`src/design/rfae_pkg.sv`:
```
// Package: types, op codes and constants of the register file ALU executor
`default_nettype none
package rfae_pkg;
  localparam int RegCount   = 16;
  localparam int StackDepth = 256;
  localparam int RegIdxW    = (RegCount > 1) ? $clog2(RegCount) : 1;
  localparam int StkAddrW   = $clog2(StackDepth);
  localparam int StkCntW    = StkAddrW + 1;

  typedef enum logic [4:0] {
    OP_LDC = 5'd0, OP_CMP = 5'd1, OP_PUSH = 5'd2, OP_POP = 5'd3, OP_MOV = 5'd4,
    OP_SQRT = 5'd5, OP_NOT = 5'd6, OP_ADD = 5'd7, OP_MUL = 5'd8, OP_SUB = 5'd9,
    OP_OR = 5'd10, OP_XOR = 5'd11, OP_AND = 5'd12, OP_SHL = 5'd13, OP_SHR = 5'd14,
    OP_DIV = 5'd15, OP_MOD = 5'd16
  } op_e;

  typedef enum logic [2:0] {
    ST_OK = 3'd0, ST_ARITH = 3'd1, ST_OVFL = 3'd2, ST_UNFL = 3'd3, ST_BADMODE = 3'd4
  } status_e;

  typedef enum logic [2:0] {
    S_IDLE, S_READ, S_EXEC, S_ITER, S_WRITE, S_OUT
  } state_e;

  typedef struct packed {
    logic [4:0]  mode;
    logic [3:0]  dest_index;
    logic [3:0]  src_a_index;
    logic [3:0]  src_b_index;
    logic [63:0] immediate;
  } in_beat_t;

  typedef struct packed {
    logic [2:0]  status;
    logic        wrote_register;
    logic [63:0] written_value;
    logic        flag_equal;
    logic        flag_less;
  } out_beat_t;

  // controller to datapath
  typedef struct packed {
    logic load;     // capture input beat
    logic read;     // read operands
    logic exec;     // single-cycle ops and iteration setup
    logic iter;     // one iteration step
    logic write;    // commit result
  } ctrl_t;

  // datapath to controller
  typedef struct packed {
    logic iterative;
    logic iter_done;
  } stat_t;

  // register index reduced modulo the register count
  function automatic logic [RegIdxW-1:0] reg_sel(input logic [3:0] idx);
    logic [31:0] r;
    r = 32'(idx) % RegCount;
    return r[RegIdxW-1:0];
  endfunction
endpackage
`default_nettype wire

```
`src/design/rfae_ctrl.sv`:
```
// Controller: sequences read, execute, iterate, write-back and output
`default_nettype none
module rfae_ctrl (
  input  wire logic           clk_i,
  input  wire logic           rst_ni,
  input  wire logic           in_valid_i,
  output logic                in_ready_o,
  output logic                out_valid_o,
  input  wire logic           out_ready_i,
  input  wire rfae_pkg::stat_t stat_i,
  output rfae_pkg::ctrl_t     ctrl_o
);
  rfae_pkg::state_e state_q, state_d;

  // next state
  always_comb begin
    state_d = state_q;
    unique case (state_q)
      rfae_pkg::S_IDLE:  if (in_valid_i) state_d = rfae_pkg::S_READ;
      rfae_pkg::S_READ:  state_d = rfae_pkg::S_EXEC;
      rfae_pkg::S_EXEC:  state_d = stat_i.iterative ? rfae_pkg::S_ITER : rfae_pkg::S_WRITE;
      rfae_pkg::S_ITER:  if (stat_i.iter_done) state_d = rfae_pkg::S_WRITE;
      rfae_pkg::S_WRITE: state_d = rfae_pkg::S_OUT;
      rfae_pkg::S_OUT:   if (out_ready_i) state_d = rfae_pkg::S_IDLE;
      default:           state_d = rfae_pkg::S_IDLE;
    endcase
  end

  // outputs
  always_comb begin
    in_ready_o   = (state_q == rfae_pkg::S_IDLE);
    out_valid_o  = (state_q == rfae_pkg::S_OUT);
    ctrl_o.load  = (state_q == rfae_pkg::S_IDLE) && in_valid_i;
    ctrl_o.read  = (state_q == rfae_pkg::S_READ);
    ctrl_o.exec  = (state_q == rfae_pkg::S_EXEC);
    ctrl_o.iter  = (state_q == rfae_pkg::S_ITER);
    ctrl_o.write = (state_q == rfae_pkg::S_WRITE);
  end

  always_ff @(posedge clk_i or negedge rst_ni) begin
    if (!rst_ni) begin
      state_q <= rfae_pkg::S_IDLE;
    end else begin
      state_q <= state_d;
    end
  end
endmodule
`default_nettype wire

```
`config.mk`:
```
export PLATFORM = sky130hd
export DESIGN_NAME = rfae_ctrl
export DESIGN_NICKNAME = d
export VERILOG_FILES = /design/src/design/rfae_pkg.sv /design/src/design/rfae_ctrl.sv
export SDC_FILE = /design/constraint.sdc
export NUM_CORES = 1
export LEC_CHECK = 0
export BUFFER_PORTS_ARGS = -buffer_cell sky130_fd_sc_hd__buf_4
export CAP_MARGIN = 40
export CORE_AREA = 8 8 45 47
export DETAILED_ROUTE_END_ITERATION = 16
export DIE_AREA = 0 0 53 55
export PLACE_DENSITY_LB_ADDON = 0.12
export SYNTH_ARGS = -nofsm -noshare
export SYNTH_HDL_FRONTEND = slang
export SYNTH_SLANG_ARGS = --single-unit
```
`constraint.sdc`:
```
create_clock -name clk_i -period 2 [get_ports clk_i]
set_input_delay 0.2 -clock clk_i [delete_from_list [all_inputs] [get_ports clk_i]]
set_output_delay 0.2 -clock clk_i [all_outputs]
set_load 0.02 [all_outputs]
```
==> flow_summary.json, run 1 <==
{
  "antenna_found_initial": 0,
  "layout-drive-gt1-share": 0.415,
  "layout.nets": 48,
  "critPathMaxFanout": 9,
  "r2r_setup_slack_ns": 0.79,
  "diodes": 0,
  "yosys_warnings": 0,
  "grt_start_max_net_pins": 10,
  "tns_ns": 0,
  "synth_area_leader_cell": "dfrtp_1",
  "syn-cell-area_sq_um": 233,
  "worstSetupEndpointType": "output pin",
  "hold_path_class": "in2reg",
  "r2r_cells": 3,
  "hold_start": "stat_i[0]",
  "route.detailed.drc": 0,
  "routed_wirelength_microns": 650,
  "die_y_microns": 55,
  "worstSetupStartpointType": "flip-flop",
  "cts_sinks": 3,
  "period_share": 0.724,
  "initial_core_util": 0.168,
  "ys_seq_area_frac": 0.323,
  "synth_edf_count": 0,
  "final.setup_skew_ns": 0.00437,
  "drtIter0Drc": 11,
  "crit_end": "ctrl_o[4]",
  "die_w_microns": 53,
  "worstReg2RegStart": "state_q[1]",
  "path_class": "reg2out",
  "cts.clk_slew.worst_paths_ns": 0.04,
  "ant_nets": 0,
  "top_register": "state_q",
  "rsz0062_at_grt": "no",
  "reg2reg_to": "state_q[2]",
  "post_drt_wl_per_cell_microns": 11.4,
  "finalSetupViolCount": 0,
  "synth_common_cells": "dfrtp_1, inv_1, nor2_1",
  "viasPerCell": 4.05,
  "dpl.hpwl_microns": 507,
  "drv_slew": 0,
  "ios": 13,
  "ys.flop_type": "dfrtp_1",
  "grt_pass1_vias": 248,
  "routabilityCongestion": 0.746,
  "synth-seq-cells": 3,
  "cts_root_buffer": "clkbuf_4",
  "max-cap-violations": 0,
  "top_regs": "state_q (3)",
  "synth_top_cell_area_share": 0.323,
  "power_density_mw_per_mm2": 1620,
  "largest_reg_flops": 3,
  "grt_usage": 0.0525,
  "clock_path_buffers": 2,
  "core_area_sq_mm": 0.00138,
  "hold_ws_ns": 0.195,
  "io_buffers": 12,
  "p_leak_uw": 0.000175,
  "status": "finished, final reports clean",
  "tightest_slew_ns": 0.285,
  "h-tree-depth": 1,
  "vdd_ir_drop_max_uv": 303,
  "synth.area.top_cells": "dfrtp_1, buf_6, o2bb2ai_2, nand2b_1, inv_1",
  "grt-ovfl-total": 0,
  "async_flop_share": 1.00,
  "dr.pass1.iters": 4,
  "max_freq_mhz": 691,
  "synth_nets": 32,
  "cts-resized-gates": 0,
  "cp.arrival_ns": 1.25,
  "hold_viol": 0,
  "critPathLaunch": "state_q[0]",
  "vias": 231,
  "syn2layout_area_growth_pct": 53.2,
  "grt_pass1_wl_microns": 1080,
  "die_area_sq_mm": 0.00292,
  "ys_types": 17,
  "required_ns": 1.80,
  "num_rows": 14,
  "fin_crit_ns": 1.45,
  "cts_buffers": 3,
  "slew_headroom": 0.810,
  "clk_latency_ns": 0.24,
  "cts_tree": "built",
  "synth_area_per_cell_sq_um": 8.95,
  "syn_inst": 26
}
kinds of logic (layout without fill, tap and decap cells):
kind of cell / after synthesis / after routing / share of synthesized area
AO/OA/AOI/OAI: 7 / 7 / 0.253
buffers and inverters: 5 / 20 / 0.145
flip-flops: 3 / 3 / 0.323
AND/OR/NAND/NOR: 11 / 11 / 0.280
how the worst min path moves through the flow:
stage	slack, ns	to	cells after the start
floorplan	-0.1	state_q[0]	0
global placement	-0.008	state_q[2]	1
detailed placement	-0.007	state_q[2]	1
CTS	0.19	state_q[1]	2
global route	0.20	state_q[1]	2
finish	0.20	state_q[1]	2
per-layer routing:
| layer | share of wire | track usage | vias to the layer above |
|---|---|---|---|
| met4 | 0.026 | 0.0647 | 0 |
| met1 | 0.39 | 0.0548 | 104 |
| met2 | 0.56 | 0.0820 | 5 |
| met3 | 0.023 | 0.00802 | 2 |
| met5 | 0 | 0 | - |
| li1 | - | - | 120 |
repair_timing:
action                    CTS  global route
setup buffers               0             0
hold buffers                1             0
hold endpoints to repair    3             0
power by group:
| part | switching (uW) | internal (uW) |
|---|---|---|
| clock | 31.6 | 74.8 |
| combinational | 161 | 153 |
| sequential | 66.5 | 90.6 |
per-stage QoR:
step                worst slack [ns]  total power (uW)  instance area (sq um)   util  std cells
floorplan                      0.626               388                    233      -         26
global placement               0.788               479                    320  0.231         52
detailed placement             0.786               478                    320  0.231         52
CTS                            0.532               591                    357  0.258         57
global route                   0.401               631                    357  0.258         57
finish                         0.552               578                    357  0.258         57
worst max-delay path, cell delays in order, from the launching register on:
cell	delay (ns)
dfrtp_1	0.47
nor3_2	0.26
and2_1	0.15
buf_4	0.13
final cells by class:
class,count,area (sq um)
tap,16,20.0
fill,165,1030
timing repair buffer,13,100
multi-input combinational,18,124
inverter,3,11.3
sequential,3,75.1
clock buffer,4,26.3
layout by cell type, fill, tap and decap left out, types with 2 or more instances in the layout:
| master | count |
|---|---|
| dfrtp_1 | 3 |
| nand2b_1 | 2 |
| nor2_1 | 3 |
| inv_1 | 3 |
| clkbuf_4 | 3 |
| buf_4 | 12 |
| a21oi_1 | 2 |
No activity file was read; power rests on OpenSTA's default activity.
==> inputs of run 2 (changes only) <==
clock period = 1.3 ns   (was 2 ns; I/O delays follow)
==> run 2 against run 1 <==
The flow now finishes with violations (setup timing). Count of clock-buffer cells in the layout stayed put. Critical path depth stayed put. Sequential power is 58% higher. Total power is 89% higher. Setup slack worse by 0.58 ns. Worst hold slack worse by 0.079 ns. Clock skew is 0.0011 ns lower. Routed wire length is 19% higher. Sequential share of layout area is 2.2 points lower. Design area is 18% higher.
==> flow_summary.json, run 2 (synthesis gave the netlist of run 1 again) <==
{
  "viasPerCell": 4.27,
  "layout.nets": 53,
  "h-tree-depth": 1,
  "power_uw": 1090,
  "cts.clk_slew.worst_paths_ns": 0.04,
  "routabilityCongestion": 0.750,
  "antenna_found_initial": 0,
  "critPathMaxFanout": 5,
  "max-cap-violations": 0,
  "fin_crit_ns": 1.32,
  "ios": 13,
  "path_class": "reg2out",
  "drtIter0Drc": 1,
  "period_share": 1.02,
  "max_stage_delay_ns": 0.44,
  "power_density_mw_per_mm2": 2600,
  "slew_headroom": 0.839,
  "io_buffers": 12,
  "status": "finished, violations left",
  "num_rows": 14,
  "clock_path_buffers": 2,
  "hold_viol": 0,
  "die_y_microns": 55,
  "crit_slowest_cell": "dfrtp_2",
  "worstSetupEndpointType": "output pin",
  "die_w_microns": 53,
  "grt_start_max_net_pins": 9,
  "fin_cells": 62,
  "grt-ovfl-total": 0,
  "dr.pass1.iters": 2,
  "finalSetupViolCount": 1,
  "required_ns": 1.17,
  "routed_wirelength_microns": 774,
  "hold_path_class": "in2reg",
  "worstSetupStartpointType": "flip-flop",
  "dp_slack_ns": 0.0215,
  "final_cell_mix": "buf_4, inv_1, nor2_1, clkbuf_4, dfrtp_2",
  "top_register": "state_q",
  "tightest_slew_ns": 0.240,
  "drv_slew": 0,
  "die_area_sq_mm": 0.00292,
  "post_drt_wl_per_cell_microns": 12.5,
  "violations": "setup timing",
  "cts_tree": "built",
  "top_regs": "state_q (3)",
  "dpl.hpwl_microns": 580,
  "n_fill_cell": 159,
  "crit_chain": "nor3_4 > and2_4 > buf_6",
  "max_freq_mhz": 755,
  "grt_usage": 0.0602,
  "final.setup_skew_ns": 0.00330,
  "grt_pass1_vias": 313,
  "syn2layout_area_growth_pct": 80.1,
  "ant_nets": 0,
  "largest_reg_flops": 3,
  "placedCellCount": 53,
  "rsz0062_at_grt": "yes",
  "vdd_ir_drop_max_uv": 722,
  "grt_pass1_wl_microns": 1240,
  "cts_sinks": 3,
  "worst_slack_ns": -0.0239,
  "initial_core_util": 0.168,
  "mostFrequentLayoutCell": "buf_4",
  "cts_buffers": 3,
  "p_leak_uw": 0.000201,
  "diodes": 0,
  "vias": 265,
  "cts_root_buffer": "clkbuf_4",
  "layout-drive-gt1-share": 0.630,
  "core_area_sq_mm": 0.00138,
  "cp.arrival_ns": 1.19,
  "route.detailed.drc": 0,
  "clk_latency_ns": 0.24
}
[run 2: cell type report]
type / count / area [sq um] / area share
Multi-Input combinational cell: 18 / 141 / 0.337
Timing Repair Buffer: 18 / 141 / 0.337
Sequential cell: 3 / 78.8 / 0.188
Clock buffer: 4 / 26.3 / 0.0627
Tap cell: 16 / 20.0 / 0.0478
Inverter: 3 / 11.3 / 0.0269
[run 2: final timing paths]
check                           depth (start not counted)    endpoint  startpoint  slack, ns
worst max-delay path                                    3   ctrl_o[4]  state_q[1]      -0.02
min in group asynchronous                               2  state_q[1]      rst_ni       0.22
worst min register to register                          1  state_q[1]  state_q[2]       0.57
worst min-delay path                                    2  state_q[1]   stat_i[0]       0.12
max in group asynchronous                               2  state_q[2]      rst_ni       0.97
worst max register to register                          4  state_q[2]  state_q[1]       0.10
[run 2: what timing repair did]
action / 4_1_cts / 5_1_grt
hold buffers: 1 / 0
setup buffers: 4 / 0
gates resized for setup: 6 / 2
pin swaps: 2 / 0
endpoints found under the setup margin: 6 / 6
endpoints found under the hold margin: 3 / 0
[run 2: worst max-delay path: cells and delay by family (launching register included)]
family / cells / cell delay (ns)
flip-flops: 1 / 0.44
AND/OR/NAND/NOR: 2 / 0.40
buffers and inverters: 1 / 0.11
[run 2: stage by stage]
stage	TNS [ns]	instance area, sq um	hold WS, ns	utilization
finish	-0.0239	419	0.116	0.303
global route	-0.219	419	0.121	0.303
CTS	-0.0485	413	0.117	0.298
detailed placement	0	334	-0.0795	0.241
global placement	0	334	-0.0787	0.241
floorplan	0	239	-0.166	-
[run 2: per-layer routing]
metal | share of wire | track usage | up-vias
li1 | - | - | 129
met4 | 0.025 | 0.0647 | 0
met5 | 0 | 0 | -
met1 | 0.36 | 0.0474 | 129
met3 | 0.017 | 0.00802 | 2
met2 | 0.60 | 0.119 | 5
[run 2: power by group]
part	leakage, uW	total (uW)	internal, uW	switching (uW)
registers	0.0000335	248	149	99.4
clock network	0.0000150	169	115	53.5
logic	0.000152	674	360	315
==> inputs of run 3 (changes only) <==
SETUP_SLACK_MARGIN = 0.05   (was default)
==> run 3 against run 2 <==
The flow still finishes with violations (setup timing). Sequential share of layout area shrank 0.65 points. Setup slack worse by 0.0043 ns. Sequential power about the same. Total power rose by 3.8%. Final cell count is 3.2% higher. Maximum frequency shrank 0.32%. Critical endpoint unchanged. Via count rose by 4.5%.
==> flow_summary.json, run 3 (synthesis gave the netlist of run 1 again) <==
{
  "status": "finished, violations left",
  "violations": "setup timing",
  "drv_slew": 0,
  "tns_ns": -0.0282,
  "largest_reg_flops": 3,
  "vdd_ir_drop_max_uv": 720,
  "crit_slowest_cell": "dfrtp_2",
  "hold_viol": 0,
  "clk_latency_ns": 0.24,
  "max_stage_delay_ns": 0.44,
  "route.detailed.drc": 0,
  "cts_sinks": 3,
  "p_leak_uw": 0.000211,
  "critPathMaxFanout": 5,
  "grt_usage": 0.0619,
  "worstSetupEndpointType": "output pin",
  "die_w_microns": 53,
  "top_register": "state_q",
  "num_rows": 14,
  "cts_tree": "built",
  "required_ns": 1.17,
  "antenna_found_initial": 0,
  "max_freq_mhz": 753,
  "cts_root_buffer": "clkbuf_4",
  "die_area_sq_mm": 0.00292,
  "routabilityCongestion": 0.750,
  "fin_crit_ns": 1.33,
  "viasPerCell": 4.33,
  "dpl.hpwl_microns": 580,
  "dr.pass1.iters": 2,
  "critPathTopFamily": "flip-flops",
  "cp_num_buf_inv": 1,
  "vias": 277,
  "grt_pass1_wl_microns": 1280,
  "ant_nets": 0,
  "cp.arrival_ns": 1.20,
  "cts.clk_slew.worst_paths_ns": 0.04,
  "die_y_microns": 55,
  "ios": 13,
  "initial_core_util": 0.168,
  "power_density_mw_per_mm2": 2610,
  "core_area_sq_mm": 0.00138,
  "grt_pass1_vias": 323,
  "mostFrequentLayoutCell": "buf_4",
  "period_share": 1.02,
  "clock_path_buffers": 2,
  "io_buffers": 12,
  "path_class": "reg2out",
  "routed_wirelength_microns": 803,
  "finalSetupViolCount": 1,
  "layout-drive-gt1-share": 0.646,
  "slew_headroom": 0.837,
  "final_cell_mix": "buf_4, inv_1, nor2_1, clkbuf_4, dfrtp_2",
  "grt-ovfl-total": 0,
  "tightest_slew_ns": 0.243,
  "grt_start_max_net_pins": 7,
  "worst_slack_ns": -0.0282,
  "final.setup_skew_ns": 0.00326,
  "h-tree-depth": 1,
  "power_uw": 1130,
  "layout.nets": 55,
  "hold_ws_ns": 0.112,
  "dp_slack_ns": 0.0215,
  "worstSetupStartpointType": "flip-flop",
  "syn2layout_area_growth_pct": 86.6,
  "utilization": 0.314,
  "rsz0062_at_grt": "yes",
  "max-cap-violations": 0,
  "crit_chain": "nor3_4 > and2_4 > buf_6",
  "cts_buffers": 3,
  "drtIter0Drc": 1,
  "post_drt_wl_per_cell_microns": 12.5,
  "diodes": 0,
  "hold_path_class": "in2reg",
  "top_regs": "state_q (3)"
}
[run 3: cell count changes in the layout (fill, tap and decap cells not counted), sizes merged]
cell,change
buf,+2
[run 3: metrics by stage]
step / std cells / area [sq um]
after floorplan: 26 / 239
after global placement: 53 / 334
after detailed placement: 53 / 334
after CTS: 64 / 434
after global routing: 64 / 434
final: 64 / 434
[run 3: worst paths after layout]
| path | startpoint | endpoint | slack, ns | cells past startpoint |
|---|---|---|---|---|
| hold reg to reg | state_q[1] | state_q[0] | 0.65 | 2 |
| max in group asynchronous | rst_ni | state_q[2] | 0.97 | 2 |
| hold / removal | stat_i[0] | state_q[1] | 0.11 | 2 |
| setup / recovery | state_q[1] | ctrl_o[4] | -0.03 | 3 |
| min in group asynchronous | rst_ni | state_q[1] | 0.22 | 2 |
| setup reg to reg | state_q[0] | state_q[0] | 0.10 | 4 |
[run 3: timing repair]
action,in CTS,in global routing
gates cloned,0,0
buffers inserted,6,0
pin swaps,2,1
hold buffers,1,0
endpoints found under the setup margin,8,7
endpoints found under the hold margin,3,0
resized for setup,8,0
[run 3: layer usage]
layer	part of all wire	track usage
met5	0	0
met4	0.024	0.0647
met3	0.016	0.00802
met2	0.59	0.125
met1	0.36	0.0474
[run 3: power breakdown]
group	leakage, uW	internal [uW]	total (uW)	switching, uW
clock network	0.0000150	115	169	53.6
logic	0.000163	387	717	330
registers	0.0000335	149	246	97.3
[run 3: area by class of cell]
cell class              count  area [sq um]
multi-input cells          18           141
well taps                  16          20.0
clock buffers               4          26.3
repair buffers             20           156
flip-flops and latches      3          78.8
inverters                   3          11.3
fillers                   163           950
